### src/hw/rtl/top_k_selector_with_attributes_core_macros.svh
// Assertion macros for the top-k selector core.
`ifndef TOP_K_SELECTOR_WITH_ATTRIBUTES_CORE_MACROS_SVH
`define TOP_K_SELECTOR_WITH_ATTRIBUTES_CORE_MACROS_SVH

// Same-cycle implication, disabled in reset.
`define TKS_ASSERT_NOW(label, clk, rst_n, ante, cons, msg) \
  label: assert property (@(posedge clk) disable iff (!rst_n) (ante) |-> (cons)) \
    else $error(msg);

// Next-cycle implication, disabled in reset.
`define TKS_ASSERT_NEXT(label, clk, rst_n, ante, cons, msg) \
  label: assert property (@(posedge clk) disable iff (!rst_n) (ante) |=> (cons)) \
    else $error(msg);

`endif

### src/hw/rtl/tks_pkg.sv
// Shared types, constants and compare functions of the top-k selector.
`default_nettype none
package tks_pkg;

  localparam int VAL_W      = 32;
  localparam int ID_W       = 64;
  localparam int ATTR_W     = 32;
  localparam int CFG_IDX_W  = 4;
  localparam int CFG_DATA_W = 8;
  localparam int K_W        = 5;

  localparam logic [CFG_IDX_W-1:0] CFG_KEEP_LARGEST = 4'd0;
  localparam logic [CFG_IDX_W-1:0] CFG_K_IN_USE     = 4'd1;

  localparam logic [K_W-1:0] K_IN_USE_RESET = 5'd16;

  localparam logic signed [VAL_W-1:0] VAL_MAX = 32'sh7FFF_FFFF;
  localparam logic signed [VAL_W-1:0] VAL_MIN = 32'sh8000_0000;
  localparam logic signed [ID_W-1:0]  ID_NONE = -64'sd1;

  typedef struct packed {
    logic signed [VAL_W-1:0]  value;
    logic signed [ID_W-1:0]   id;
    logic signed [ATTR_W-1:0] attr_a;
    logic signed [ATTR_W-1:0] attr_b;
  } entry_t;

  // Per-cycle commands broadcast along the cell row.
  typedef struct packed {
    logic insert;      // accepted candidate that passes the tail test
    logic shift;       // emit beat taken, move toward cell 0
    logic clear;       // refill with empty entries
    logic mode;        // current keep_largest
    logic clear_mode;  // mode whose neutral value the clear uses
  } cell_ctl_t;

  function automatic logic value_better(input logic mode,
                                        input logic signed [VAL_W-1:0] a,
                                        input logic signed [VAL_W-1:0] b);
    return mode ? (a > b) : (a < b);
  endfunction

  // Strict rank order: better value first, then smaller signed id.
  function automatic logic entry_better(input logic mode, input entry_t a, input entry_t b);
    if (a.value != b.value) begin
      return value_better(mode, a.value, b.value);
    end
    return a.id < b.id;
  endfunction

  function automatic entry_t neutral_entry(input logic mode);
    entry_t e;
    e.value  = mode ? VAL_MIN : VAL_MAX;
    e.id     = ID_NONE;
    e.attr_a = mode ? VAL_MIN : VAL_MAX;
    e.attr_b = mode ? VAL_MIN : VAL_MAX;
    return e;
  endfunction

endpackage
`default_nettype wire

### src/hw/rtl/tks_ctrl.sv
// Config registers, emit sequencer and chain command decode.
`default_nettype none
module tks_ctrl #(
  parameter int MAX_K = 16
) (
  input  wire logic                             clk,
  input  wire logic                             rst_n,
  input  wire logic                             in_valid,
  output logic                                  in_ready,
  input  wire logic                             in_query_end,
  input  wire logic                             enter,
  output logic                                  out_valid,
  input  wire logic                             out_ready,
  output logic                                  rank_last,
  input  wire logic                             cfg_valid,
  output logic                                  cfg_ready,
  input  wire logic [tks_pkg::CFG_IDX_W-1:0]    cfg_index,
  input  wire logic [tks_pkg::CFG_DATA_W-1:0]   cfg_wdata,
  output logic [((MAX_K > 1) ? $clog2(MAX_K) : 1)-1:0] klast,
  output tks_pkg::cell_ctl_t                    ctl
);

  localparam int IW = (MAX_K > 1) ? $clog2(MAX_K) : 1;

  typedef enum logic {
    ST_IDLE,
    ST_EMIT
  } state_t;

  state_t                    state_r, state_nxt;
  logic [IW-1:0]             cnt_r, cnt_nxt;
  logic                      keep_largest_r, keep_largest_nxt;
  logic [tks_pkg::K_W-1:0]   k_in_use_r, k_in_use_nxt;
  logic                      in_fire, out_fire, cfg_fire, cfg_hit;

  assign in_ready  = (state_r == ST_IDLE);
  assign out_valid = (state_r == ST_EMIT);
  assign cfg_ready = (state_r == ST_IDLE);

  assign in_fire  = in_valid && in_ready;
  assign out_fire = out_valid && out_ready;
  assign cfg_fire = cfg_valid && cfg_ready;
  assign cfg_hit  = cfg_fire && ((cfg_index == tks_pkg::CFG_KEEP_LARGEST) ||
                                 (cfg_index == tks_pkg::CFG_K_IN_USE));

  // k clamped to 1..MAX_K, kept as last slot index
  always_comb begin
    if (k_in_use_r == '0) begin
      klast = '0;
    end else if (32'(k_in_use_r) > 32'(MAX_K)) begin
      klast = IW'(MAX_K - 1);
    end else begin
      klast = IW'(k_in_use_r - 5'd1);
    end
  end

  assign rank_last = (cnt_r == klast);

  always_comb begin
    keep_largest_nxt = keep_largest_r;
    k_in_use_nxt     = k_in_use_r;
    if (cfg_fire) begin
      unique case (cfg_index)
        tks_pkg::CFG_KEEP_LARGEST: keep_largest_nxt = cfg_wdata[0];
        tks_pkg::CFG_K_IN_USE:     k_in_use_nxt     = cfg_wdata[tks_pkg::K_W-1:0];
        default: ;
      endcase
    end
  end

  always_comb begin
    ctl.mode       = keep_largest_r;
    ctl.clear_mode = keep_largest_nxt;
    ctl.clear      = cfg_hit || (out_fire && rank_last);
    ctl.shift      = out_fire && !rank_last;
    ctl.insert     = in_fire && enter;
  end

  always_comb begin
    state_nxt = state_r;
    cnt_nxt   = cnt_r;
    unique case (state_r)
      ST_IDLE: begin
        if (in_fire && in_query_end) begin
          state_nxt = ST_EMIT;
          cnt_nxt   = '0;
        end
      end
      ST_EMIT: begin
        if (out_fire) begin
          if (rank_last) begin
            state_nxt = ST_IDLE;
          end else begin
            cnt_nxt = cnt_r + 1'b1;
          end
        end
      end
      default: state_nxt = ST_IDLE;
    endcase
  end

  always_ff @(posedge clk) begin
    if (!rst_n) begin
      state_r        <= ST_IDLE;
      cnt_r          <= '0;
      keep_largest_r <= 1'b0;
      k_in_use_r     <= tks_pkg::K_IN_USE_RESET;
    end else begin
      state_r        <= state_nxt;
      cnt_r          <= cnt_nxt;
      keep_largest_r <= keep_largest_nxt;
      k_in_use_r     <= k_in_use_nxt;
    end
  end

endmodule
`default_nettype wire

### config.mk
export PLATFORM = sky130hd
export DESIGN_NAME = tks_ctrl
export DESIGN_NICKNAME = d
export VERILOG_FILES = /design/src/hw/rtl/top_k_selector_with_attributes_core_macros.svh /design/src/hw/rtl/tks_pkg.sv /design/src/hw/rtl/tks_ctrl.sv
export SDC_FILE = /design/constraint.sdc
export NUM_CORES = 1
export LEC_CHECK = 0
export BUFFER_PORTS_ARGS = -buffer_cell sky130_fd_sc_hd__buf_2
export CAP_MARGIN = 20
export CORE_UTILIZATION = 52
export CTS_BUF_LIST = sky130_fd_sc_hd__clkbuf_4
export CTS_CLUSTER_SIZE = 8
export DETAILED_ROUTE_END_ITERATION = 8
export GPL_TIMING_DRIVEN = 0
export HOLD_SLACK_MARGIN = 0.12
export PLACE_DENSITY = 0.91
export SETUP_SLACK_MARGIN = 0.5
export SYNTH_ARGS = -nofsm -noshare
export SYNTH_HDL_FRONTEND = slang
export SYNTH_SLANG_ARGS = --single-unit
### constraint.sdc
create_clock -name clk -period 5.1 [get_ports clk]
set_clock_uncertainty 0.15 [all_clocks]
set_input_delay 0.51 -clock clk [delete_from_list [all_inputs] [get_ports clk]]
set_output_delay 0.51 -clock clk [all_outputs]
set_load 0.005 [all_outputs]
==> results.md, run 1 <==
- CP Class: flip-flop to primary output
- Most common cell in the netlist: nand2_1
- Crit end category: primary output
- Synth Area in Adders: 3.221%
- Synth area leaders: dfxtp_1 28%, nand2_1 6.3%, nand3_1 5.2%
- GR Layer Usage met2: 45.63%
- Yosys cell types: 37
- Inserted Clock Buffers: 3
- Hold endpoint: k_in_use_r[4]
- Ys Warns: 0
- Xor/xnor cell area share of the yosys netlist: 6.602%
- Syn Nets: 118
- Min cycle time layout: 3254 ps
- Largest stage delay, worst path: 420 ps
- Drt first pass iters: 4
- Sw frac: 28.17%
- Total Routed Length: 1.865 mm
- Largest net degree at the start of global routing: 10
- Core area: 1350 um^2
- Post-synthesis register bit count: 11
- DRC Markers: 0
- Vias in the first global route: 695
- Crit path max fanout: 6
- Longest Clk Path Bufs: 2
- Worst reg2reg path endpoint: out_valid
- Max Fclk: 307.3 MHz
- WP data required: 4440 ps
- Seq/Total Area, Yosys: 28.34%
- DRT iter0 DRCs: 26
- Post-DP Area: 935.9 um^2
- Syn avg cell area: 8.010 um^2
- Number of I/O pins: 32
- CTS clk-pin slew, worst paths: 70 ps
- DR WL/cell: 12.95 um
- DIE AREA: 1653 um^2
- Pins Over Slew Limit: 0
- Antenna violations before repair: 0
- Status: completed
- Fin area: 965.9 um^2
- RD Place Congestion: 0.8260
- H-Tree Depth: 1
- Final hold vios: 0
- All-Layer GR Usage: 25.94%
- Final layout net count: 151
- Maxcap violations: 0
- VDD IR-drop max: 0.1235 mV
- Area grow syn2layout: 24.32%
- Slew headroom: 54.00%
- CTS tree: built
- Filler Cell Count: 107
- Worst setup SP type: flip-flop
- R2R depth: 8
- Seq pwr share: 47.8%
- Antenna fix cells: 0
- # rows: 13
- Compound-gate portion of the synthesized area: 19.16%
- Min-Delay Path Depth: 3
- Power Dens Cells: 197.5 nW/um^2
- Largest family of logic cells by synthesized area: simple AND/OR/NAND/NOR gates
- Hpwl dp: 1.484 mm
- Footprint of the multi-input gates: 508.0 um^2
- Mux cell area share after synthesis: 2.899%
- Largest area contributor in the netlist: dfxtp_1
- Clock share of power: 36.9%
- Worst r2r src: k_in_use_r[0]
- Ys flop type: dfxtp_1
- WP data arrival: 2590 ps
- Post-CTS setup buffers: 0
- Grt total ovfl: 0
- RSZ-0062 raised after global routing: no
- Register Area: 220.2 um^2
- FF-to-FF setup slack: 2670 ps
- Clock sinks: 11
- Lkg Pwr: 0.0004421 uW
- Initial Util: 57.55%
- Slowest-stage cell, CP: or3_4
- Period utilisation layout: 63.80%
- Simple-Gate Fraction of Synth Area: 33.49%
- Slew @ Worst Pin: 687.9 ps
- Gate power share: 15.4%
- DR vias: 828
- HP Class: input pin to flip-flop
- Yosys top cell area share: 28.34%
- Hold_sp: cfg_wdata[4]
- Final setup fails: 0
- Port Buf Inserts: 28
- Die height: 40.66 um
- Synth Cell Area: 777.0 um^2
- Post-CTS Hold Fix Bufs: 0
- Root Buffer: clkbuf_4
- Commonest cells post-synth: 13 x nand2_1, 11 x dfxtp_1, 8 x nand3_1, 7 x inv_1, 6 x a21oi_1
- CTS resizes: 0
- Switch Pwr: 53.73 uW
- Vias per inst: 5.750
- P_int: 137.0 uW
- Setup TNS: 0 ps
- CP cell instances: inv_1, ha_1, and3b_1, a211o_2, xor2_1, or3_4, nor3_2, or2_1, buf_2
- Post-synth EDFFs: 0
- Clock latency on the worst-skew pair: 280 ps
- Global-route wire length before repair: 2.704 mm
- Antenna-violating nets left: 0
- GR Util met1: 26.42%
- Most Crowded Layer GR: met2
- Share of post-route cells with drive strength above 1: 33.33%
- Met3 usage: 7.609%
- Chip width: 40.66 um
- Async SR Flop Fraction: 0%
- Gate Count Post-Synth: 97
## worst max-delay path, delay by kind of cell (launching register included)
kind	cells	cell delay, ps
compound gates	1	320
xor+xnor	1	180
fa+ha+maj	1	240
buf+inv	2	170
flops	1	410
simple gates	4	990
## sequential cells by signal, indices dropped and copies added, names as in the netlist
name	count
out_valid	1
keep_largest_r	1
cnt_r	4
k_in_use_r	5
## power by group through the flow
stage / Clock [uW] / Combinational (uW) / Sequential (uW)
global route: 73.6 / 32.6 / 91.3
finish: 70.3 / 29.3 / 91.1
floorplan: 0 / 15.8 / 92.2
global placement: 0 / 27.7 / 92.8
CTS: 69.6 / 29.5 / 91.0
detailed placement: 0 / 29.3 / 93.0
## cells in the final DEF (no fill, tap or decap), types with 2 or more instances in the layout
cell type  instances
buf_2             28
nand2_1           13
dfxtp_1           11
nand3_1            8
inv_1              7
a21oi_1            6
nor2_1             4
clkbuf_4           4
nor2b_1            3
o21ai_0            3
xor2_1             3
a31oi_1            3
buf_4              3
nand2b_1           2
o32ai_1            2
nor4b_1            2
and3_1             2
nand4_1            2
a211oi_1           2
ha_1               2
## routing by layer
layer  part of all wire (%)  vias up
li1                       -      410
met1                     41      370
met2                     50       43
met5                      0        -
met4                    1.8        0
met3                    6.8        5
## area by class of cell
| cell class | instances | share of cell area [%] |
|---|---|---|
| sequential | 11 | 22.80 |
| buffer | 3 | 2.332 |
| inverter | 7 | 2.720 |
| multi-input combinational | 76 | 52.59 |
| clock buffer | 4 | 3.109 |
| tap | 15 | 1.943 |
| timing repair buffer | 28 | 14.51 |
## stage by stage
step	std cells	hold slack [ps]	setup WS (ps)	utilization (%)	total power, uW
6_report	144	318.4	1846	71.55	190.8
5_1_grt	144	325.8	1717	71.55	197.5
4_1_cts	144	318.5	1843	71.55	190.1
3_5_place_dp	140	330.8	2150	69.32	122.4
3_3_place_gp	140	325.2	2201	69.32	120.5
2_1_floorplan	97	308.4	2412	-	108.0
## worst max-delay path by stage
stage          cells after the start           from     end  slack [ps]
6_report                           9  k_in_use_r[0]  ctl[2]        1850
3_5_place_dp                       9  k_in_use_r[0]  ctl[2]        2150
2_1_floorplan                      8  k_in_use_r[0]  ctl[2]        2410
4_1_cts                            9  k_in_use_r[0]  ctl[2]        1840
5_1_grt                            9  k_in_use_r[0]  ctl[2]        1720
3_3_place_gp                       9  k_in_use_r[0]  ctl[2]        2200
## cells by family (layout without fill, tap and decap cells)
logic type,after synthesis,count (layout)
and+or+nand+nor,45,45
AOI/OAI and AO/OA,22,22
DFF,11,11
buffers and inverters,10,42
xor gates and xnor gates,5,5
adders and majority gates,2,2
muxes,2,2
Power figures use the tool's default switching activity.
==> run 2, diff against run 1 <==
ABC_AREA = 1   (was default)
CORE_UTILIZATION = 44   (was 52)
PLACE_DENSITY = 0.83   (was 0.91)
clock period = 2.84 ns   (was 5.1 ns; I/O delays follow)
==> run 2 against run 1 <==
The flow now finishes with violations (design-rule violations). Clock power grew 68%. Critical path depth increased by 3. Utilization is 9.7 points lower. Total power up 96%. Die area increased by 14%. Critical endpoint is now ctl[3].
==> results.md, run 2 <==
- Global-route wire length before repair: 3.029 mm
- CTS clk-pin slew, worst paths: 70 ps
- Xor/xnor cell area share of the yosys netlist: 0%
- Post-synth EDFFs: 0
- Gate power share: 22.3%
- Min-Delay Path Depth: 3
- Antenna fix cells: 0
- Vias in the first global route: 779
- H-Tree Depth: 1
- Number of I/O pins: 32
- Seq/Total Area, Yosys: 29.14%
- Total Routed Length: 1.750 mm
- HP Class: input pin to flip-flop
- Lkg Pwr: 0.0005015 uW
- Root Buffer: clkbuf_4
- Failing checks: design-rule violations
- Maxcap violations: 0
- Final setup fails: 0
- CTS tree: built
- DR WL/cell: 10.48 um
- Gate Count Post-Synth: 119
- Min cycle time layout: 2181 ps
- Largest family of logic cells by synthesized area: simple AND/OR/NAND/NOR gates
- Critical Path Source: k_in_use_r[0]
- DR vias: 892
- Async SR Flop Fraction: 0%
- Post-synthesis register bit count: 11
- DRT iter0 DRCs: 19
- Switch Pwr: 111.0 uW
- Yosys cell types: 23
- Crit end category: primary output
- Hold_sp: cfg_wdata[1]
- Area grow syn2layout: 27.48%
- CP Class: flip-flop to primary output
- Crit path max fanout: 5
- WP data arrival: 1750 ps
- Max reg flops: 5
- Seq pwr share: 46.1%
- Status: finished with violations
- Hpwl dp: 1.350 mm
- Footprint of the multi-input gates: 441.7 um^2
- All-Layer GR Usage: 20.95%
- Inserted Clock Buffers: 3
- DIE AREA: 1887 um^2
- Syn avg cell area: 6.351 um^2
- Period utilisation layout: 76.80%
- Synth Area in Adders: 3.311%
- Die height: 43.45 um
- Worst setup SP type: flip-flop
- Final layout net count: 173
- Clock latency on the worst-skew pair: 270 ps
- Drt first pass iters: 6
- Post-CTS setup buffers: 0
- DRC Markers: 2
- Simple-Gate Fraction of Synth Area: 40.23%
- Final hold vios: 0
- Core area: 1559 um^2
- Vias per inst: 5.341
- Commonest cells after routing, fill and taps aside: 28 x nand2_1, 28 x buf_2, 15 x inv_1, 13 x nand3_1
- Initial Util: 48.48%
- RSZ-0062 raised after global routing: no
- P_int: 263.1 uW
- Clock share of power: 31.6%
- Filler Cell Count: 150
- Ys Warns: 0
- Chip width: 43.45 um
- Largest area contributor in the netlist: dfxtp_1
- Share of post-route cells with drive strength above 1: 31.79%
- Worst r2r src: k_in_use_r[0]
- Most common cell in the netlist: nand2_1
- RD Place Congestion: 0.8796
- Commonest cells post-synth: 28 x nand2_1, 17 x inv_1, 13 x nand3_1, 11 x a21oi_1, 11 x dfxtp_1
- Sw frac: 29.68%
- VDD IR-drop max: 0.2501 mV
- Setup TNS: 0 ps
- Mux cell area share after synthesis: 0%
- Pins Over Slew Limit: 0
- Longest Clk Path Bufs: 2
- Synth area leaders: dfxtp_1 29%, nand2_1 14%, nand3_1 8.6%
- Register Area: 220.2 um^2
- # rows: 14
- Hold Slack: 142.7 ps
- Slew headroom: 77.95%
- Yosys top cell area share: 29.14%
- Power Dens Cells: 388.3 nW/um^2
- Largest net degree at the start of global routing: 10
- Synth Cell Area: 755.7 um^2
- Grt total ovfl: 0
- Antenna-violating nets left: 0
- Final core occ: 61.80%
- R2R depth: 12
- Port Buf Inserts: 27
- WP data required: 2410 ps
- Antenna violations before repair: 0
- Top flop regs: k_in_use_r x5, cnt_r x4
- Compound-gate portion of the synthesized area: 13.25%
- Largest register by flop count: k_in_use_r
- Ys flop type: dfxtp_1
- Slew @ Worst Pin: 330.3 ps
- Max Fclk: 458.5 MHz
- Clock sinks: 11
- Syn Nets: 140
==> run 2: changes by cell type after synthesis, moves of 3 or more <==
cell     previous run  this run
nand2_1            13        28
inv_1               7        17
a21oi_1             6        11
nand3_1             8        13
inv_2               0         4
a31oi_1             3         0
nor2_1              4         7
nor2b_1             3         0
o21ai_0             3         6
xor2_1              3         0
==> run 2: timing repair <==
action | in CTS | in global routing
endpoints found under the setup margin | 0 | 3
gates resized for setup | 0 | 4
hold buffers | 1 | 0
hold endpoints to repair | 1 | 0
==> run 2: cells by family after synthesis <==
| family | after synthesis |
|---|---|
| and+or+nand+nor | 62 |
| buffers and inverters | 25 |
| AOI/OAI and AO/OA | 19 |
| DFF | 11 |
| adders and majority gates | 2 |
==> run 2: worst max-delay path, stage by stage, from the launching register on <==
cell and delay [ps]:
dfxtp_1 320, inv_2 70, ha_4 170, nand3_2 100
nand2_1 80, nand2_1 80, nand2_1 50, nand2_1 60
nand2_1 70, nor2_4 140, and2_1 170, nor2_1 40
buf_2 120
==> run 2: power by group through the flow <==
| stage | combinational (uW) | sequential (uW) | clock (uW) |
|---|---|---|---|
| final | 83.4 | 173 | 118 |
| after global routing | 95.2 | 174 | 129 |
| after CTS | 81.9 | 172 | 118 |
| after detailed placement | 80.4 | 176 | 0 |
| after global placement | 77.6 | 175 | 0 |
| after floorplan | 54.9 | 173 | 0 |
==> run 2: per-layer routing <==
layer | share of wire [%] | GRT usage, %
met5 | 0 | 0
met2 | 47 | 36.97
met4 | 1.5 | 5.625
met3 | 8.3 | 3.750
met1 | 43 | 26.15
==> run 2: final timing paths <==
check / endpoint / slack, ps
worst max-delay path: ctl[3] / 660
worst min-delay path: k_in_use_r[1] / 140
worst max register to register: cnt_r[3] / 1080
worst min register to register: k_in_use_r[1] / 350
==> run 2: metrics by stage <==
| stage | instances | setup WS, ps | cell area (um^2) | power, uW |
|---|---|---|---|---|
| global route | 167 | 515.1 | 963.4 | 397.9 |
| CTS | 167 | 554.7 | 950.9 | 372.5 |
| global placement | 162 | 880.6 | 910.9 | 252.9 |
| finish | 167 | 658.8 | 963.4 | 374.1 |
| detailed placement | 162 | 848.3 | 910.9 | 256.4 |
| floorplan | 119 | 1033 | 755.7 | 227.9 |
==> run 2: final cells by class <==
type	count	share of cell area (%)
plain buffers	4	2.857
clock buffers	4	3.117
inverters	21	8.182
multi-input cells	83	45.84
flip-flops and latches	11	22.86
well taps	16	2.078
repair buffers	28	15.06
