$ cat src/hw/rtl/top_k_selector_with_attributes_core_macros.svh
// Assertion macros for the top-k selector core.
`ifndef TOP_K_SELECTOR_WITH_ATTRIBUTES_CORE_MACROS_SVH
`define TOP_K_SELECTOR_WITH_ATTRIBUTES_CORE_MACROS_SVH

// Same-cycle implication, disabled in reset.
`define TKS_ASSERT_NOW(label, clk, rst_n, ante, cons, msg) \
  label: assert property (@(posedge clk) disable iff (!rst_n) (ante) |-> (cons)) \
    else $error(msg);

// Next-cycle implication, disabled in reset.
`define TKS_ASSERT_NEXT(label, clk, rst_n, ante, cons, msg) \
  label: assert property (@(posedge clk) disable iff (!rst_n) (ante) |=> (cons)) \
    else $error(msg);

`endif

$ cat src/hw/rtl/tks_pkg.sv
// Shared types, constants and compare functions of the top-k selector.
`default_nettype none
package tks_pkg;

  localparam int VAL_W      = 32;
  localparam int ID_W       = 64;
  localparam int ATTR_W     = 32;
  localparam int CFG_IDX_W  = 4;
  localparam int CFG_DATA_W = 8;
  localparam int K_W        = 5;

  localparam logic [CFG_IDX_W-1:0] CFG_KEEP_LARGEST = 4'd0;
  localparam logic [CFG_IDX_W-1:0] CFG_K_IN_USE     = 4'd1;

  localparam logic [K_W-1:0] K_IN_USE_RESET = 5'd16;

  localparam logic signed [VAL_W-1:0] VAL_MAX = 32'sh7FFF_FFFF;
  localparam logic signed [VAL_W-1:0] VAL_MIN = 32'sh8000_0000;
  localparam logic signed [ID_W-1:0]  ID_NONE = -64'sd1;

  typedef struct packed {
    logic signed [VAL_W-1:0]  value;
    logic signed [ID_W-1:0]   id;
    logic signed [ATTR_W-1:0] attr_a;
    logic signed [ATTR_W-1:0] attr_b;
  } entry_t;

  // Per-cycle commands broadcast along the cell row.
  typedef struct packed {
    logic insert;      // accepted candidate that passes the tail test
    logic shift;       // emit beat taken, move toward cell 0
    logic clear;       // refill with empty entries
    logic mode;        // current keep_largest
    logic clear_mode;  // mode whose neutral value the clear uses
  } cell_ctl_t;

  function automatic logic value_better(input logic mode,
                                        input logic signed [VAL_W-1:0] a,
                                        input logic signed [VAL_W-1:0] b);
    return mode ? (a > b) : (a < b);
  endfunction

  // Strict rank order: better value first, then smaller signed id.
  function automatic logic entry_better(input logic mode, input entry_t a, input entry_t b);
    if (a.value != b.value) begin
      return value_better(mode, a.value, b.value);
    end
    return a.id < b.id;
  endfunction

  function automatic entry_t neutral_entry(input logic mode);
    entry_t e;
    e.value  = mode ? VAL_MIN : VAL_MAX;
    e.id     = ID_NONE;
    e.attr_a = mode ? VAL_MIN : VAL_MAX;
    e.attr_b = mode ? VAL_MIN : VAL_MAX;
    return e;
  endfunction

endpackage
`default_nettype wire

$ cat src/hw/rtl/tks_cell.sv
// One slot of the sorted insertion chain.
`default_nettype none
module tks_cell (
  input  wire logic               clk,
  input  wire logic               rst_n,
  input  wire tks_pkg::cell_ctl_t ctl,
  input  wire tks_pkg::entry_t    cand_i,
  input  wire tks_pkg::entry_t    left_i,
  input  wire logic               left_better_i,
  input  wire tks_pkg::entry_t    right_i,
  output tks_pkg::entry_t         entry_o,
  output logic                    better_o
);

  tks_pkg::entry_t entry_r;
  tks_pkg::entry_t entry_nxt;

  assign better_o = tks_pkg::entry_better(ctl.mode, cand_i, entry_r);
  assign entry_o  = entry_r;

  // Candidate lands in the first better slot; slots behind it take the left neighbor.
  always_comb begin
    entry_nxt = entry_r;
    if (ctl.clear) begin
      entry_nxt = tks_pkg::neutral_entry(ctl.clear_mode);
    end else if (ctl.shift) begin
      entry_nxt = right_i;
    end else if (ctl.insert && better_o) begin
      entry_nxt = left_better_i ? left_i : cand_i;
    end
  end

  always_ff @(posedge clk) begin
    if (!rst_n) begin
      entry_r <= tks_pkg::neutral_entry(1'b0);
    end else begin
      entry_r <= entry_nxt;
    end
  end

endmodule
`default_nettype wire

$ cat config.mk
export PLATFORM = sky130hd
export DESIGN_NAME = tks_cell
export DESIGN_NICKNAME = d
export VERILOG_FILES = /design/src/hw/rtl/top_k_selector_with_attributes_core_macros.svh /design/src/hw/rtl/tks_pkg.sv /design/src/hw/rtl/tks_cell.sv
export SDC_FILE = /design/constraint.sdc
export NUM_CORES = 1
export LEC_CHECK = 0
export BUFFER_PORTS_ARGS = -buffer_cell sky130_fd_sc_hd__buf_2
export CORE_AREA = 2 2 250 252
export DETAILED_ROUTE_END_ITERATION = 6
export DIE_AREA = 0 0 252 254
export GPL_TIMING_DRIVEN = 0
export PLACE_DENSITY = 0.41
export SYNTH_ARGS = -nofsm -noshare
export SYNTH_HDL_FRONTEND = slang
export SYNTH_SLANG_ARGS = --single-unit
$ cat constraint.sdc
create_clock -name clk -period 3.1 [get_ports clk]
set_input_delay 0.465 -clock clk [delete_from_list [all_inputs] [get_ports clk]]
set_output_delay 0.465 -clock clk [all_outputs]
set_load 0.03 [all_outputs]
==> run_results.csv, run 1 <==
group,metric,value,unit
power_and_ir_drop,pwr_density_cell,425,nW/um^2
global_route,antenna_found_initial,25,
critical_path,worst-setup-path-type,"flop to flop",
die,io_pins,649,
placement,dpl_worst_slack,-1930,ps
worst_hold_path,hold_path_class,"input pin to flop",
sta,tns,-49600,ps
synth,ys.flop_type,"dfxtp_1",
global_route,globalRouteOverflowTotal,0,
clock_network,cts_tree,"built",
synth,ys_types,44,
placement,place_congestion,0.859,
drt,drtAntennaViolNets,0,
run_status,status,"finished, violations left",
synth,syn_inst,1434,
critical_path,crit_fanout,7,
sta,hold_viol_final,0,
global_route,grt_pass1_vias,13889,
synth,synth.yosys.seq_area_share,28.5,%
sta,rsz0062_at_grt,"yes",
sta,max_freq,0.279,GHz
placement,portBuffers,646,
sta,maxSlewViolCount,0,
synth,synth-seq-cells,160,
drt,via_per_inst,4.57,
cells_and_area,num-fill-cells,6797,
synth,synth_edf_count,0,
run_status,violations,"negative setup slack",
sta,setup_violations,161,
cells_and_area,largest_reg_flops,160,
drt,wirelength,64.0,mm
critical_path,cp.required,3500,ps
global_route,grt.total_usage,19.1,%
global_route,grt_first_pass_wirelength,89.2,mm
die,initial_core_util,18.3,%
cells_and_area,utilization,28.6,%
critical_path,start_kind,"flop",
cells_and_area,fin_nets,2727,
clock_network,postCtsHoldBufs,0,
synth,ys_warn_count,0,
clock_network,root_buffer,"clkbuf_16",
synth,yosysMostFrequentCell,"nand2_1",
cells_and_area,syn2layout_area_growth,55.9,%
power_and_ir_drop,p_leak,8.82,nW
drt,drtPass1Iterations,5,
drt,vias,13532,
sta,finalClockSkew,8.66,ps
clock_network,htree_levels,4,
synth,synth_top_area_cell,"dfxtp_1",
die,die-height,254,microns
drt,wl_per_cell,21.6,microns
sta,worst_pin_slew,1200,ps
die,core,61300,sq um
synth,async_flop_share,0,%
die,rows,91,
drt,drc_errors,0,
die,fp.dieW,252,microns
global_route,grt_max_degree,17,
clock_network,cts.path.max_buffers,2,
critical_path,cp.arrival,3980,ps
critical_path,critPathCaptureType,"flop",
synth,synth_top_area_share,28.5,%
synth,ys_top_cells_by_area,"dfxtp_1 (29%), mux2i_1 (14%), ha_1 (11%), nand2_1 (9.4%), o31a_1 (7.3%)",
cells_and_area,layout-drive-gt1-share,37.7,%
power_and_ir_drop,peakVddDrop,0.429,mV
sta,finalCriticalPeriod,3580,ps
clock_network,clk_latency,490,ps
power_and_ir_drop,total_power,7.44,mW
sta,setup_ws,-480,ps
synth,synth_area_per_cell,7.83,sq um
run,cap_violations,0,
sta,period_share,115,%
synth,synth_area,11200,sq um
drt,drt-initial-drc-count,665,
clock_network,clk_pin_slew_worst_paths,70,ps
clock_network,clkSinkCount,160,
placement,dp_hpwl,51.0,mm
synth,syn_nets,2017,
synth,synthTopCellsByCount,"nand2_1 (281), dfxtp_1 (160), mux2i_1 (160)",
sta,relSlewSlack,19.9,%
die,die_area,64000,sq um
clock_network,cts_buffers,17,
==> stage by stage <==
step / hold slack (ps) / cells / instance area (sq um)
finish: 287 / 2959 / 17500
global route: 270 / 2952 / 17500
detailed placement: 469 / 2870 / 15500
global placement: 461 / 2870 / 15500
floorplan: 600 / 1434 / 11200
CTS: 207 / 2944 / 17300
==> power by group <==
part,switching (mW),internal [mW]
combinational,1.66,1.20
sequential,0.133,2.24
clock,1.03,1.17
==> worst max-delay path: stages, from the launching register on <==
cell      delay, ps
dfxtp_2         330
inv_1            50
ha_1            290
nand4_1         220
nor4_4          380
and4_4          330
a31oi_4          90
or2_1           280
o221ai_4        300
buf_6           170
buf_12          100
nand2_8         100
buf_12          180
buf_16          120
buf_8           120
o31a_1          260
a31oi_1         160
==> path summary, 6_finish.rpt <==
check                     from  cells past startpoint      endpoint  slack [ps]
hold reg to reg    entry_o[43]                      2   entry_o[43]         480
setup / recovery  entry_o[124]                     16  entry_o[130]        -480
hold / removal     right_i[98]                      3   entry_o[98]         290
setup reg to reg  entry_o[124]                     16  entry_o[130]        -480
==> layout make-up <==
| type | count | area (sq um) | area share (%) |
|---|---|---|---|
| sequential | 160 | 3220 | 18.4 |
| clock inverter | 11 | 105 | 0.600 |
| timing repair buffer | 696 | 4080 | 23.3 |
| antenna | 12 | 30.0 | 0.171 |
| inverter | 100 | 375 | 2.14 |
| tap | 790 | 988 | 5.64 |
| clock buffer | 21 | 470 | 2.69 |
| buffer | 110 | 758 | 4.33 |
| multi-input combinational | 1059 | 7490 | 42.7 |
==> cells in the final DEF (no fill, tap or decap), types with 12 or more instances in the layout <==
cell | synthesis | final
diode_2 | 0 | 12
clkbuf_16 | 0 | 26
o211ai_1 | 69 | 69
a31oi_1 | 95 | 93
mux2i_1 | 160 | 160
nor2_1 | 74 | 74
o31a_1 | 93 | 93
dfxtp_1 | 160 | 149
o21ai_0 | 17 | 16
nand2_1 | 281 | 273
clkbuf_1 | 89 | 73
nand4_1 | 15 | 15
buf_12 | 0 | 13
buf_2 | 14 | 645
a21oi_1 | 105 | 103
ha_1 | 95 | 87
inv_1 | 100 | 95
buf_8 | 0 | 24
buf_4 | 0 | 14
==> per-layer routing <==
| layer | global-route usage (%) | up-vias | share of wire (%) |
|---|---|---|---|
| li1 | - | 6599 | - |
| met5 | 0 | - | 0.18 |
| met2 | 34.9 | 477 | 51 |
| met1 | 21.2 | 6361 | 40 |
| met3 | 5.54 | 77 | 6.7 |
| met4 | 5.75 | 18 | 2.0 |
==> repair_timing <==
| item | 4_1_cts | 5_1_grt |
|---|---|---|
| gates cloned | 15 | 6 |
| endpoints found under the hold margin | 0 | 0 |
| setup endpoints to repair | 161 | 161 |
| resized for setup | 151 | 68 |
| pin swaps | 140 | 143 |
| buffers inserted | 28 | 11 |
==> kinds of logic (layout without fill, tap and decap cells) <==
| group | after synthesis | after routing | synth area share (%) |
|---|---|---|---|
| other | 0 | 12 | 0 |
| and+or+nand+nor | 400 | 400 | 14.4 |
| DFF | 160 | 160 | 28.5 |
| buffers and inverters | 215 | 938 | 7.67 |
| muxes | 160 | 160 | 14.3 |
| adders and majority gates | 95 | 95 | 10.6 |
| AOI/OAI and AO/OA | 403 | 403 | 24.5 |
| xor gates and xnor gates | 1 | 1 | 0.0780 |
(Power assumes the default switching activity.)
==> inputs of run 2 (changes only) <==
Settings changed: RECOVER_POWER set to 100.
==> run 2 against run 1 <==
  * The flow still finishes with violations (negative setup slack)
  * First-iteration DRC count up 3.8%
  * Sequential power about the same
  * Sequential share of layout area up 0.076 points
  * Worst setup slack got worse by 20 ps
  * Power fell by 0.26%
  * Routed wire length is essentially flat
  * Clock skew about the same
  * Worst hold slack barely moved
  * Global-route usage unchanged
  * Critical endpoint unchanged
  * Largest cell class unchanged
==> run_results.csv, run 2 (same netlist as run 1, synthesis figures left out) <==
group,metric,value,unit
run_status,status,"finished, violations left",
run_status,violations,"negative setup slack",
placement,portBuffers,646,
sta,maxSlewViolCount,0,
clock_network,cts_tree,"built",
drt,vias,13550,
sta,period_share,116,%
critical_path,cp.arrival,4000,ps
global_route,grt_max_degree,17,
sta,setup_ws,-500,ps
cells_and_area,fin_nets,2727,
clock_network,clkSinkCount,160,
drt,drtPass1Iterations,5,
clock_network,postCtsHoldBufs,0,
clock_network,cts_buffers,17,
critical_path,cpPeakStageDelay,380,ps
sta,max_freq,0.278,GHz
cells_and_area,layout-drive-gt1-share,35.0,%
critical_path,cp_num_buf_inv,6,
drt,drc_errors,0,
placement,place_congestion,0.859,
critical_path,crit_fanout,7,
die,core,61300,sq um
critical_path,path_cells,"inv_1 > ha_1 > nand4_1 > nor4_4 > and4_4 > a31oi_4 > or2_1 > o221ai_4 > buf_6 > buf_12 > nand2_8 > buf_12 > buf_16 > buf_8 > o31a_1 > a31oi_1",
cells_and_area,layout_common_cells,"buf_2 (587), nand2_1 (273), mux2i_1 (160)",
power_and_ir_drop,cellInternalPower,4.59,mW
global_route,grt_first_pass_wirelength,89.2,mm
clock_network,htree_levels,4,
die,fp.dieW,252,microns
sta,worst_pin_slew,1180,ps
sta,finalCriticalPeriod,3600,ps
power_and_ir_drop,p_clk_share,29.7,%
sta,rsz0062_at_grt,"yes",
critical_path,critPathCaptureType,"flop",
drt,wirelength,63.9,mm
drt,drt-initial-drc-count,690,
die,die-height,254,microns
critical_path,cp.required,3500,ps
critical_path,crit_top_cell,"buf_12",
global_route,antenna_found_initial,25,
clock_network,cts.path.max_buffers,2,
worst_hold_path,hold_path_class,"input pin to flop",
cells_and_area,largest_reg_flops,160,
sta,setup_violations,161,
critical_path,worst-setup-path-type,"flop to flop",
sta,finalClockSkew,9.10,ps
clock_network,clk_pin_slew_worst_paths,70,ps
cells_and_area,syn2layout_area_growth,55.2,%
power_and_ir_drop,p_comb_share,38.3,%
power_and_ir_drop,p_sw,2.83,mW
global_route,globalRouteOverflowTotal,0,
power_and_ir_drop,seqPwrFrac,32.0,%
power_and_ir_drop,total_power,7.42,mW
critical_path,cp_top_family,"simple AND/OR/NAND/NOR gates",
drt,wl_per_cell,21.6,microns
placement,dp_hpwl,51.0,mm
cells_and_area,final_common_cell,"buf_2",
drt,drtAntennaViolNets,0,
die,initial_core_util,18.3,%
die,rows,91,
die,die_area,64000,sq um
placement,placed_cell_area,15500,sq um
die,io_pins,649,
cells_and_area,final_cell_area,17400,sq um
power_and_ir_drop,p_leak,8.70,nW
drt,via_per_inst,4.58,
critical_path,start_kind,"flop",
power_and_ir_drop,power.share.switching,38.1,%
sta,relSlewSlack,21.3,%
global_route,grt_pass1_vias,13889,
sta,hold_viol_final,0,
power_and_ir_drop,peakVddDrop,0.429,mV
critical_path,crit_slowest_cell,"nor4_4",
clock_network,clk_latency,490,ps
clock_network,root_buffer,"clkbuf_16",
run,cap_violations,0,
global_route,grt.total_usage,19.1,%
power_and_ir_drop,pwr_density_cell,426,nW/um^2
==> run 2: cell count changes in the layout (fill, tap and decap cells not counted) <==
| cell | previous run | this run |
|---|---|---|
| clkbuf_1 | 73 | 131 |
| buf_2 | 645 | 587 |
==> run 2: power groups by stage <==
stage | Sequential, mW | Clock, mW | Combinational, mW
finish | 2.37 | 2.21 | 2.85
CTS | 2.37 | 2.30 | 2.86
global route | 2.39 | 2.35 | 3.08
global placement | 2.41 | 0 | 2.41
floorplan | 2.73 | 0 | 1.04
detailed placement | 2.41 | 0 | 2.42
==> run 2: cell type report <==
| type | instances | area (sq um) |
|---|---|---|
| diodes | 12 | 30.0 |
| plain buffers | 110 | 758 |
| clock buffers | 21 | 470 |
| clock inverters | 11 | 105 |
| fillers | 6815 | 43800 |
| inverters | 100 | 375 |
| multi-input cells | 1059 | 7490 |
| flip-flops and latches | 160 | 3220 |
| well taps | 790 | 988 |
| repair buffers | 696 | 4010 |
==> run 2: repair_timing <==
action / CTS / global route
pin swaps: 140 / 143
resized for setup: 151 / 68
setup buffers: 28 / 11
gates cloned: 15 / 6
endpoints found under the setup margin: 161 / 161
==> run 2: worst paths after layout <==
| check | slack (ps) | from | depth (start not counted) | to |
|---|---|---|---|---|
| min reg2reg | 480 | entry_o[43] | 2 | entry_o[43] |
| max | -500 | entry_o[124] | 16 | entry_o[130] |
| min | 290 | right_i[98] | 3 | entry_o[98] |
| max reg2reg | -500 | entry_o[124] | 16 | entry_o[130] |
==> run 2: through the flow <==
stage	util, %	std cells	TNS, ps	worst slack, ps	hold WS (ps)
global placement	25.2	2870	-223920	-1850	461
global route	28.4	2952	-70380	-614	270
CTS	28.3	2944	-52950	-477	207
detailed placement	25.2	2870	-236900	-1930	469
floorplan	-	1434	0	115	600
finish	28.5	2959	-52880	-500	287
==> run 2: worst min-delay path: stages <==
cell      delay, ps
buf_2            70
a21oi_1          50
o211ai_1        140
==> run 2: routing by layer <==
metal / vias to the layer above / share of wire (%) / wire length (microns) / global-route usage (%)
met2: 479 / 51 / 32600 / 34.9
met1: 6374 / 40 / 25600 / 21.2
li1: 6602 / - / - / -
met4: 18 / 2.0 / 1260 / 5.75
met3: 77 / 6.7 / 4280 / 5.54
met5: - / 0.18 / 117 / 0
==> inputs of run 3 (changes only) <==
Settings changed: TNS_END_PERCENT set to 20.
==> run 3 against run 2 <==
  * The flow still finishes with violations (negative setup slack)
  * Cell count shrank 0.34%
  * Clock skew shrank 0.66 ps
  * Sequential cell count is the same
  * Combinational power shrank 6%
  * Non-clock buffer count shrank 9
  * Sequential share of layout area grew 0.47 points
  * Register-to-register slack gained 200 ps
  * Die area is the same
  * Global-route usage shrank 0.37 points
  * Clock power is essentially flat
  * Worst hold slack lost 11 ps
  * Via count shrank 1.2%
  * Critical path type is now flop to primary output
==> run_results.csv, run 3 (same netlist as run 1, synthesis figures left out) <==
group,metric,value,unit
die,core,61300,sq um
clock_network,root_buffer,"clkbuf_16",
cells_and_area,num-fill-cells,6877,
run,cap_violations,0,
clock_network,clk_latency,490,ps
drt,via_per_inst,4.54,
sta,finalClockSkew,8.43,ps
die,rows,91,
sta,fin_hold_ws,276,ps
sta,relSlewSlack,20.3,%
critical_path,path_cells,"inv_2 > ha_4 > nand4_1 > nor4_4 > and4_4 > a31oi_4 > or2_4 > o221ai_4 > o21a_1 > buf_6",
cells_and_area,syn2layout_area_growth,51.4,%
cells_and_area,layout_common_cells,"buf_2 (486), nand2_1 (281), clkbuf_1 (233)",
power_and_ir_drop,pwr_density_cell,426,nW/um^2
critical_path,cpPeakStageDelay,410,ps
run_status,violations,"negative setup slack",
sta,rsz0062_at_grt,"yes",
sta,setup_violations,161,
sta,maxSlewViolCount,0,
cells_and_area,seqCellArea,3220,sq um
sta,worst_pin_slew,1200,ps
drt,drc_errors,0,
placement,dp_hpwl,51.0,mm
global_route,antenna_found_initial,25,
die,io_pins,649,
die,fp.dieW,252,microns
clock_network,clkSinkCount,160,
cells_and_area,largest_reg_flops,160,
placement,portBuffers,646,
drt,drt-initial-drc-count,650,
critical_path,cp.required,2630,ps
die,die-height,254,microns
sta,setup_ws,-370,ps
clock_network,htree_levels,4,
cells_and_area,layout-drive-gt1-share,29.3,%
drt,wirelength,62.6,mm
worst_hold_path,hold_path_class,"input pin to flop",
drt,drtPass1Iterations,7,
drt,vias,13391,
global_route,grt.total_usage,18.7,%
critical_path,critPathCaptureType,"primary output",
cells_and_area,fin_nets,2718,
critical_path,start_kind,"flop",
critical_path,crit_fanout,3,
die,initial_core_util,18.3,%
global_route,grt_first_pass_wirelength,87.8,mm
power_and_ir_drop,peakVddDrop,0.430,mV
critical_path,crit_slowest_cell,"nor4_4",
clock_network,cts.path.max_buffers,2,
global_route,globalRouteOverflowTotal,0,
placement,place_congestion,0.859,
clock_network,cts_buffers,17,
cells_and_area,multiInputGateArea,7420,sq um
cells_and_area,final_common_cell,"buf_2",
global_route,grt_pass1_vias,13682,
global_route,grt_max_degree,17,
power_and_ir_drop,p_leak,8.41,nW
run_status,status,"finished, violations left",
critical_path,cp.arrival,3010,ps
drt,wl_per_cell,21.2,microns
critical_path,worst-setup-path-type,"flop to primary output",
sta,hold_viol_final,0,
power_and_ir_drop,total_power,7.25,mW
sta,max_freq,0.288,GHz
clock_network,postCtsHoldBufs,0,
drt,drtAntennaViolNets,0,
sta,period_share,112,%
die,die_area,64000,sq um
clock_network,cts_tree,"built",
sta,finalCriticalPeriod,3470,ps
clock_network,clk_pin_slew_worst_paths,70,ps
[run 3: cell types whose count changed in the layout (fill, tap and decap cells not counted), sizes merged]
cell and change:
buf -114, clkbuf +105, diode -1
[run 3: through the flow]
stage | area (sq um) | instances | TNS (ps) | utilization [%] | setup WS (ps)
after floorplan | 11200 | 1434 | 0 | - | 115
after global placement | 15500 | 2870 | -223920 | 25.2 | -1850
after detailed placement | 15500 | 2870 | -236900 | 25.2 | -1930
after CTS | 16900 | 2925 | -41350 | 27.6 | -477
after global routing | 17000 | 2943 | -60810 | 27.7 | -519
final | 17000 | 2949 | -36330 | 27.8 | -370
[run 3: routing by layer]
layer	share of wire (%)	global-route usage, %	up-vias
li1	-	-	6573
met1	40	20.7	6239
met2	51	34.3	480
met3	7.0	5.63	81
met4	2.0	5.56	18
met5	0.19	0	-
[run 3: final timing paths]
check / startpoint / endpoint / slack, ps / cells after the start
max: entry_o[107] / better_o / -370 / 10
min: right_i[159] / entry_o[159] / 280 / 3
max reg2reg: entry_o[107] / entry_o[59] / -300 / 15
min reg2reg: entry_o[51] / entry_o[51] / 480 / 2
[run 3: worst max-delay path: cells and delay by family, from the launching register on]
kind,cells,cell delay (ps)
compound gates,3,550
fa+ha+maj,1,260
buf+inv,2,190
flops,1,340
simple gates,4,1160
[run 3: layout make-up]
class / instances / area share [%]
multi-input cells: 1059 / 43.6
repair buffers: 683 / 21.3
flip-flops and latches: 160 / 18.9
well taps: 790 / 5.81
plain buffers: 114 / 4.58
clock buffers: 21 / 2.77
inverters: 100 / 2.21
clock inverters: 11 / 0.618
diodes: 11 / 0.162
[run 3: report_power, final]
| part | internal [mW] | switching, mW | leakage, nW | total [mW] |
|---|---|---|---|---|
| clock | 1.17 | 1.03 | 0.272 | 2.20 |
| sequential | 2.24 | 0.135 | 1.33 | 2.37 |
| combinational | 1.07 | 1.61 | 6.81 | 2.68 |
| total | 4.48 | 2.77 | 8.41 | 7.25 |
[run 3: timing repair]
| item | in CTS | in global routing |
|---|---|---|
| buffers inserted | 18 | 11 |
| gates cloned | 5 | 4 |
| gates resized for setup | 133 | 29 |
| pin swaps | 88 | 43 |
| setup endpoints to repair | 161 | 161 |
